--- src/rtl/cba_pkg.sv ---
// Shared types and codes for the contiguous block allocator.
// Used by cba_cell and contiguous_block_allocator; no dependencies.
package cba_pkg;

  typedef struct packed {
    logic [1:0]  operation;
    logic [15:0] region_id;
    logic [15:0] region_size;
  } req_item_t;

  typedef struct packed {
    logic [2:0]  status;
    logic [15:0] region_start;
    logic [15:0] region_end;
    logic [15:0] free_space;
  } rsp_item_t;

  localparam logic [1:0] OP_FIRST_FIT = 2'd0;
  localparam logic [1:0] OP_BEST_FIT  = 2'd1;
  localparam logic [1:0] OP_FREE      = 2'd2;
  localparam logic [1:0] OP_COMPACT   = 2'd3;

  localparam logic [2:0] ST_OK        = 3'd0;
  localparam logic [2:0] ST_EXCEEDS   = 3'd1;
  localparam logic [2:0] ST_DUPLICATE = 3'd2;
  localparam logic [2:0] ST_NO_HOLE   = 3'd3;
  localparam logic [2:0] ST_NOT_FOUND = 3'd4;
  localparam logic [2:0] ST_FULL      = 3'd5;

  typedef enum logic [2:0] {
    CMD_HOLD,
    CMD_FROM_LO,
    CMD_FROM_HI,
    CMD_LOAD,
    CMD_MOVE,
    CMD_KILL,
    CMD_CLEAR
  } cell_cmd_t;

  typedef struct packed {
    cell_cmd_t   cmd;
    logic [15:0] key;
  } cell_ctrl_t;

endpackage

--- src/rtl/cba_cell.sv ---
// One slot of the region table: valid, id, start and end of a region.
// Loads from either neighbor for insert and remove; depends on cba_pkg.
module cba_cell import cba_pkg::*; #(
  parameter int ADDR_BITS = 16
) (
  input  logic                 clk,
  input  logic                 rst,
  input  cell_ctrl_t           ctrl,
  input  logic                 lo_valid,
  input  logic [15:0]          lo_ident,
  input  logic [ADDR_BITS-1:0] lo_first,
  input  logic [ADDR_BITS-1:0] lo_last,
  input  logic                 hi_valid,
  input  logic [15:0]          hi_ident,
  input  logic [ADDR_BITS-1:0] hi_first,
  input  logic [ADDR_BITS-1:0] hi_last,
  input  logic [15:0]          new_ident,
  input  logic [ADDR_BITS-1:0] new_first,
  input  logic [ADDR_BITS-1:0] new_last,
  output logic                 valid,
  output logic [15:0]          ident,
  output logic [ADDR_BITS-1:0] first,
  output logic [ADDR_BITS-1:0] last,
  output logic                 match
);

  assign match = valid && (ident == ctrl.key);

  always_ff @(posedge clk) begin
    if (rst) begin
      valid <= 1'b0;
    end else begin
      case (ctrl.cmd)
        CMD_FROM_LO: valid <= lo_valid;
        CMD_FROM_HI: valid <= hi_valid;
        CMD_LOAD:    valid <= 1'b1;
        CMD_KILL,
        CMD_CLEAR:   valid <= 1'b0;
        default:     valid <= valid;
      endcase
    end
  end

  always_ff @(posedge clk) begin
    case (ctrl.cmd)
      CMD_FROM_LO: begin
        ident <= lo_ident;
        first <= lo_first;
        last  <= lo_last;
      end
      CMD_FROM_HI: begin
        ident <= hi_ident;
        first <= hi_first;
        last  <= hi_last;
      end
      CMD_LOAD: begin
        ident <= new_ident;
        first <= new_first;
        last  <= new_last;
      end
      CMD_MOVE: begin
        first <= new_first;
        last  <= new_last;
      end
      default: ;
    endcase
  end

endmodule

--- src/rtl/contiguous_block_allocator.sv ---
// Top level of the contiguous block allocator: sequencer and chain of cells.
// Depends on cba_pkg and cba_cell.
//
//   channel | signals                    | payload
//   req     | req_valid, req_ready       | req_item_t
//   rsp     | rsp_valid, rsp_ready       | rsp_item_t
//   cfg     | cfg_valid, cfg_ready       | cfg_data (memory size)
//
// Free requests and those rejected in S_CHECK go straight to S_DONE; compact
// moves each region in S_COMPACT; allocation scans one hole per cycle in S_SCAN,
// then loads a cell in S_INSERT. The block returns to S_IDLE before the next
// accept. Reset is synchronous; the table starts empty with the full space.
// A result waits in the rsp register; the next one stalls in S_DONE behind it.
// cfg is taken only when idle with no result pending.
module contiguous_block_allocator import cba_pkg::*; #(
  parameter int MAX_REGIONS = 16,
  parameter int ADDR_BITS   = 16
) (
  input  logic        clk,
  input  logic        rst,
  input  logic        req_valid,
  output logic        req_ready,
  input  req_item_t   req,
  output logic        rsp_valid,
  input  logic        rsp_ready,
  output rsp_item_t   rsp,
  input  logic        cfg_valid,
  output logic        cfg_ready,
  input  logic [15:0] cfg_data
);

  localparam int CW = $clog2(MAX_REGIONS + 1);
  localparam int IW = $clog2(MAX_REGIONS);
  localparam int A  = ADDR_BITS;

  localparam logic [2:0] S_IDLE    = 3'd0;
  localparam logic [2:0] S_CHECK   = 3'd1;
  localparam logic [2:0] S_SCAN    = 3'd2;
  localparam logic [2:0] S_INSERT  = 3'd3;
  localparam logic [2:0] S_COMPACT = 3'd4;
  localparam logic [2:0] S_DONE    = 3'd5;

  function automatic logic [15:0] to16(input logic [A-1:0] x);
    logic [31:0] t;
    t = 32'(x);
    return t[15:0];
  endfunction

  function automatic logic [A-1:0] toa(input logic [15:0] x);
    logic [31:0] t;
    t = 32'(x);
    return t[A-1:0];
  endfunction

  logic [2:0]    state;
  logic [A-1:0]  total_size;
  logic [A-1:0]  space;
  logic [CW-1:0] count;
  logic [CW-1:0] k;
  logic [1:0]    op;
  logic [15:0]   id;
  logic [15:0]   size;
  logic [A-1:0]  prev_last;
  logic [A-1:0]  cursor;
  logic          found;
  logic [IW-1:0] pick;
  logic [A-1:0]  pick_lo;
  logic [A-1:0]  pick_len;
  logic [2:0]    res_status;
  logic [A-1:0]  res_start;
  logic [A-1:0]  res_end;

  logic             v   [MAX_REGIONS];
  logic [15:0]      idt [MAX_REGIONS];
  logic [A-1:0]     fst [MAX_REGIONS];
  logic [A-1:0]     lst [MAX_REGIONS];
  logic             mt  [MAX_REGIONS];
  cell_ctrl_t       ctl [MAX_REGIONS];
  logic [MAX_REGIONS-1:0] vbits;

  logic          any_match;
  logic [IW-1:0] at;
  logic [IW-1:0] kidx;
  logic [A-1:0]  size_a;
  logic [A-1:0]  hi;
  logic [A-1:0]  len;
  logic          fits;
  logic          take;
  logic [A-1:0]  mlen;
  logic [A-1:0]  new_first;
  logic [A-1:0]  new_last;
  logic          cfg_fire;
  logic          free_hit;
  logic [CW-1:0] last_used;

  assign cfg_ready = (state == S_IDLE) && !rsp_valid;
  assign cfg_fire  = cfg_valid && cfg_ready;
  assign req_ready = (state == S_IDLE) && !cfg_fire;
  assign kidx      = k[IW-1:0];
  assign size_a    = toa(size);
  assign last_used = count - CW'(1);

  always_comb begin
    any_match = 1'b0;
    at = '0;
    for (int i = MAX_REGIONS - 1; i >= 0; i--) begin
      vbits[i] = v[i];
      if (mt[i]) begin
        any_match = 1'b1;
        at = IW'(i);
      end
    end
  end

  assign hi   = (k < count) ? fst[kidx] : total_size;
  assign len  = (hi > prev_last) ? hi - prev_last : '0;
  assign fits = 32'(size) <= 32'(len);
  assign take = fits && (!found || ((op == OP_BEST_FIT) && (len < pick_len)));
  assign mlen = lst[kidx] - fst[kidx];
  assign free_hit = (state == S_CHECK) && (op == OP_FREE) && any_match;

  always_comb begin
    if (state == S_COMPACT) begin
      new_first = cursor;
      new_last  = cursor + mlen;
    end else begin
      new_first = pick_lo;
      new_last  = pick_lo + size_a;
    end
  end

  always_comb begin
    for (int i = 0; i < MAX_REGIONS; i++) begin
      ctl[i].key = id;
      ctl[i].cmd = CMD_HOLD;
      if (cfg_fire) begin
        ctl[i].cmd = CMD_CLEAR;
      end else if (state == S_INSERT) begin
        if (IW'(i) == pick) ctl[i].cmd = CMD_LOAD;
        else if (IW'(i) > pick) ctl[i].cmd = CMD_FROM_LO;
      end else if (free_hit) begin
        if (CW'(i) == last_used) ctl[i].cmd = CMD_KILL;
        else if (IW'(i) >= at && CW'(i) < last_used) ctl[i].cmd = CMD_FROM_HI;
      end else if (state == S_COMPACT && k < count && CW'(i) == k) begin
        ctl[i].cmd = CMD_MOVE;
      end
    end
  end

  for (genvar g = 0; g < MAX_REGIONS; g++) begin : g_cell
    logic             lv, hv;
    logic [15:0]      li, hid;
    logic [A-1:0]     lf, ll, hf, hl;
    if (g == 0) begin : g_lo0
      assign lv = 1'b0;
      assign li = '0;
      assign lf = '0;
      assign ll = '0;
    end else begin : g_lo
      assign lv = v[g-1];
      assign li = idt[g-1];
      assign lf = fst[g-1];
      assign ll = lst[g-1];
    end
    if (g == MAX_REGIONS - 1) begin : g_hiN
      assign hv  = 1'b0;
      assign hid = '0;
      assign hf  = '0;
      assign hl  = '0;
    end else begin : g_hi
      assign hv  = v[g+1];
      assign hid = idt[g+1];
      assign hf  = fst[g+1];
      assign hl  = lst[g+1];
    end
    cba_cell #(.ADDR_BITS(A)) u_cell (
      .clk(clk), .rst(rst), .ctrl(ctl[g]),
      .lo_valid(lv), .lo_ident(li), .lo_first(lf), .lo_last(ll),
      .hi_valid(hv), .hi_ident(hid), .hi_first(hf), .hi_last(hl),
      .new_ident(id), .new_first(new_first), .new_last(new_last),
      .valid(v[g]), .ident(idt[g]), .first(fst[g]), .last(lst[g]),
      .match(mt[g])
    );
  end

  always_ff @(posedge clk) begin
    if (rst) begin
      state      <= S_IDLE;
      total_size <= toa(16'hFFFF);
      space      <= toa(16'hFFFF);
      count      <= '0;
      rsp_valid  <= 1'b0;
    end else begin
      if (state == S_DONE && (!rsp_valid || rsp_ready)) rsp_valid <= 1'b1;
      else if (rsp_ready) rsp_valid <= 1'b0;
      if (cfg_fire) begin
        total_size <= toa(cfg_data);
        space      <= toa(cfg_data);
        count      <= '0;
      end else begin
        unique case (state)
          S_IDLE: begin
            if (req_valid) begin
              op         <= req.operation;
              id         <= req.region_id;
              size       <= req.region_size;
              res_start  <= '0;
              res_end    <= '0;
              res_status <= ST_OK;
              k          <= '0;
              prev_last  <= '0;
              cursor     <= '0;
              found      <= 1'b0;
              state      <= S_CHECK;
            end
          end
          S_CHECK: begin
            if (op == OP_COMPACT) begin
              state <= S_COMPACT;
            end else if (op == OP_FREE) begin
              state <= S_DONE;
              if (any_match) begin
                res_start <= fst[at];
                res_end   <= lst[at];
                space     <= space + (lst[at] - fst[at]);
                count     <= count - CW'(1);
              end else begin
                res_status <= ST_NOT_FOUND;
              end
            end else if (32'(size) > 32'(space)) begin
              res_status <= ST_EXCEEDS;
              state      <= S_DONE;
            end else if (any_match) begin
              res_status <= ST_DUPLICATE;
              state      <= S_DONE;
            end else if (count == CW'(MAX_REGIONS)) begin
              res_status <= ST_FULL;
              state      <= S_DONE;
            end else begin
              state <= S_SCAN;
            end
          end
          S_SCAN: begin
            prev_last <= lst[kidx];
            k         <= k + CW'(1);
            if (take) begin
              found    <= 1'b1;
              pick     <= kidx;
              pick_lo  <= prev_last;
              pick_len <= len;
            end
            if (take && op == OP_FIRST_FIT) begin
              state <= S_INSERT;
            end else if (k == count) begin
              if (take || found) begin
                state <= S_INSERT;
              end else begin
                res_status <= ST_NO_HOLE;
                state      <= S_DONE;
              end
            end
          end
          S_INSERT: begin
            res_start <= new_first;
            res_end   <= new_last;
            count     <= count + CW'(1);
            space     <= space - size_a;
            state     <= S_DONE;
          end
          S_COMPACT: begin
            if (k == count) begin
              state <= S_DONE;
            end else begin
              cursor <= cursor + mlen;
              k      <= k + CW'(1);
            end
          end
          S_DONE: begin
            if (!rsp_valid || rsp_ready) begin
              rsp.status        <= res_status;
              rsp.region_start  <= to16(res_start);
              rsp.region_end    <= to16(res_end);
              rsp.free_space    <= to16(space);
              state             <= S_IDLE;
            end
          end
          default: state <= S_IDLE;
        endcase
      end
    end
  end

`ifndef SYNTHESIS
  a_count_range: assert property (@(posedge clk) disable iff (rst)
    count <= CW'(MAX_REGIONS)) else $error("region count overflow");
  a_valid_count: assert property (@(posedge clk) disable iff (rst)
    $countones(vbits) == 32'(count)) else $error("valid bits disagree with count");
  a_space_range: assert property (@(posedge clk) disable iff (rst)
    space <= total_size) else $error("free space above memory size");
  a_reject_zero: assert property (@(posedge clk) disable iff (rst)
    rsp_valid && rsp.status != ST_OK |-> rsp.region_start == 16'd0 &&
    rsp.region_end == 16'd0) else $error("rejected transaction carries a region");
`endif

endmodule

--- config.mk ---
export PLATFORM = sky130hd
export DESIGN_NAME = contiguous_block_allocator
export DESIGN_NICKNAME = d
export VERILOG_FILES = /design/src/rtl/cba_pkg.sv /design/src/rtl/cba_cell.sv /design/src/rtl/contiguous_block_allocator.sv
export SDC_FILE = /design/constraint.sdc
export NUM_CORES = 2
export LEC_CHECK = 0
export BUFFER_PORTS_ARGS = -buffer_cell sky130_fd_sc_hd__buf_4
export CORE_MARGIN = 4
export CORE_UTILIZATION = 32
export CTS_BUF_LIST = sky130_fd_sc_hd__clkbuf_4 sky130_fd_sc_hd__clkbuf_8
export DETAILED_ROUTE_END_ITERATION = 16
export GPL_TIMING_DRIVEN = 0
export HOLD_SLACK_MARGIN = 0.12
export PLACE_DENSITY_LB_ADDON = 0.12
export RECOVER_POWER = 50
export SLEW_MARGIN = 15
export SYNTH_ARGS = -nofsm -noshare
export SYNTH_HDL_FRONTEND = slang
export SYNTH_SLANG_ARGS = --single-unit
--- constraint.sdc ---
create_clock -name clk -period 23.8 [get_ports clk]
set_input_delay 2.38 -clock clk [delete_from_list [all_inputs] [get_ports clk]]
set_output_delay 2.38 -clock clk [all_outputs]
set_load 0.1 [all_outputs]
==> impl_metrics.env <==
export IMPL_status="finished, violations left"
export IMPL_violations="capacitance limit, slew limit"
export IMPL_core_sq_mm=0.197
export IMPL_final_cell_mix="1151 x nand2_1, 962 x edfxtp_1, 484 x nor2_1"
export IMPL_startpoint_type="register"
export IMPL_grt_pass1_wl_microns=460000
export IMPL_path_class="reg2reg"
export IMPL_die_w_microns=454
export IMPL_cts_buffer_depth=3
export IMPL_post_cts_resized=0
export IMPL_clkTransAtPathRegs_ns=0.06
export IMPL_syn_inst=6209
export IMPL_nNetsFinal=6792
export IMPL_synth_cell_area_sq_mm=0.0636
export IMPL_yosys_warnings=0
export IMPL_io_buffers=107
export IMPL_vias_per_cell=6.16
export IMPL_async_flop_share_pct=0
export IMPL_drv_slew=381
export IMPL_fmax_ghz=0.0655
export IMPL_n_fill_cell=20300
export IMPL_critPathSlowestCell="o21ai_0"
export IMPL_synth_cell_types=89
export IMPL_avgRoutedWirePerCell_microns=36.6
export IMPL_dp_hpwl_microns=275000
export IMPL_cts_buffers=199
export IMPL_seq_area_sq_mm=0.0300
export IMPL_worstMarginPinSlew_ns=4.19
export IMPL_cp_end_kind="register"
export IMPL_critPathBufInv=6
export IMPL_antenna_found_initial=19
export IMPL_layout_commonest_cell="nand2_1"
export IMPL_synth_top_area_share_pct=45.4
export IMPL_layout_min_cycle_time_ns=15.27
export IMPL_post_dp_cell_area_sq_mm=0.0693
export IMPL_synth_seq_cells=1019
export IMPL_synthToLayoutAreaGrowth_pct=13.8
export IMPL_vias=57800
export IMPL_io_pins=109
export IMPL_leakage_nw=26.2
export IMPL_dr_pass1_iters=6
export IMPL_root_buffer="clkbuf_8"
export IMPL_insertion_delay_ns=1.02
export IMPL_grt_pass1_vias=53600
export IMPL_hold_buffers=0
export IMPL_fin_area_sq_mm=0.0724
export IMPL_ys_seq_area_share_pct=47.2
export IMPL_drt_total_wl_microns=343000
export IMPL_power_density_mw_per_mm2=75.4
export IMPL_crit_family="compound AO/OA/AOI/OAI gates"
export IMPL_required_ns=24.65
export IMPL_start_util_pct=32.2
export IMPL_postCtsSetupBuffers=0
export IMPL_dieArea_sq_mm=0.206
export IMPL_grt_max_degree=33
export IMPL_cts_tree="done"
export IMPL_clock_skew_ns=0.0949
export IMPL_yosys_top_cells_area="edfxtp_1 45%, nand2_1 6.8%, mux4_2 5.7%"
export IMPL_cts_htree_levels=4
export IMPL_syn_avg_cell_area_sq_um=10.2
export IMPL_cpMostUsedCell="a21oi_1"
export IMPL_die_h_microns=454
export IMPL_drc=0
export IMPL_cp_max_fo=10
export IMPL_drtIter0Drc=8678
export IMPL_cap_violations=28
export IMPL_postRouteAntennaNets=0
export IMPL_timing_hold_violations_final=0
export IMPL_vdd_drop_max_mv=0.0558
export IMPL_drive_above_1_share_pct=11.6
export IMPL_grt_overflow=0
export IMPL_hp_class="reg2reg"
export IMPL_fp_row_count=163
export IMPL_fin_crit_sh_pct=64.2
export IMPL_cpPeakStageDelay_ns=3.28
export IMPL_tns_ns=0
export IMPL_rsz0062_at_grt="false"
export IMPL_maxSlewHeadroom_pct=-183
export IMPL_setup_violations=0
export IMPL_synth_top_cell_by_area="edfxtp_1"
export IMPL_arrival_ns=16.12
export IMPL_gp_congestion=1.05
export IMPL_multiInputGateArea_sq_mm=0.0313
export IMPL_syn_nets=6422
export IMPL_clock_sinks=1019
export IMPL_synthFlopType="edfxtp_1"
export IMPL_synth_edf_count=962
export IMPL_grt_use_total_pct=32.3
==> cells in the mapped netlist, types with 57 or more instances <==
cell and number:
dfxtp_1 57, xnor2_1 107, edfxtp_1 962, nand3_1 86, xor2_1 217, nor4_1 86
a21o_1 61, ha_1 125, a221o_1 207, a21oi_1 289, a22oi_1 330, clkbuf_1 348
buf_2 69, nor2_1 489, mux2i_1 174, o21ai_0 341, inv_1 143, nand2_1 1151
mux4_2 160, nor3_1 63
==> per-stage QoR <==
step,hold WS (ns),setup slack (ns),util [%],cells,power (mW)
global route,0.420,8.90,36.7,9371,5.63
detailed placement,0.405,11.18,35.1,9017,3.63
floorplan,0.400,14.04,-,6209,3.06
finish,0.415,8.53,36.7,9379,5.46
global placement,0.403,8.14,34.3,8956,3.58
CTS,0.418,11.12,37.1,9363,5.45
==> area by class of cell <==
cell class                 instances  share of cell area, %
inverter                         143                  0.741
clock buffer                     266                   4.52
timing repair buffer             169                   1.74
sequential                      1019                   41.5
buffer                           488                   2.89
antenna                           15                 0.0519
tap                             2640                   4.56
clock inverter                    80                  0.792
multi-input combinational       4559                   43.2
==> registers in the layout, summed over array words and instances, names as in the netlist, 5 cells and up <==
register and count:
pick_len 16, rsp 51, size 16, g_cell.u_cell.ident 256, space 16, id 16, total_size 16, count 5
g_cell.u_cell.last 256, prev_last 16, res_start 16, cursor 16, g_cell.u_cell.valid 16, g_cell.u_cell.first 256, pick_lo 16, k 5
res_end 16
==> metal layers <==
layer	part of all wire [%]	track usage, %	vias to the layer above	wire, microns
li1	-	-	24000	-
met1	41	44.4	29100	139000
met2	42	47.0	3988	143000
met3	11	7.31	668	37500
met4	6.6	18.0	12	22800
met5	0.029	0	-	98
==> power by group <==
part	internal, mW	switching (mW)	leakage (nW)
logic	0.432	0.845	14.9
registers	2.18	0.180	9.25
clock network	0.946	0.878	2.03
total	3.55	1.90	26.2
==> path summary, 6_finish.rpt <==
path | slack (ns) | cells after the start | endpoint | from
setup reg to reg | 8.53 | 32 | space[15] | id[14]
hold reg to reg | 0.41 | 0 | rsp[44] | res_start[12]
setup / recovery | 8.53 | 32 | space[15] | id[14]
hold / removal | 0.41 | 0 | rsp[44] | res_start[12]
==> cells by family (layout without fill, tap and decap cells) <==
family / after synthesis / after routing / share of synthesized area (%)
xor gates and xnor gates: 325 / 325 / 4.50
adders and majority gates: 158 / 158 / 3.50
AOI/OAI and AO/OA: 1504 / 1504 / 16.3
buffers and inverters: 631 / 1146 / 4.13
muxes: 381 / 381 / 9.23
DFF: 1019 / 1019 / 47.2
other: 0 / 15 / 0
and+or+nand+nor: 2191 / 2191 / 15.1
Power figures use the tool's default switching activity.
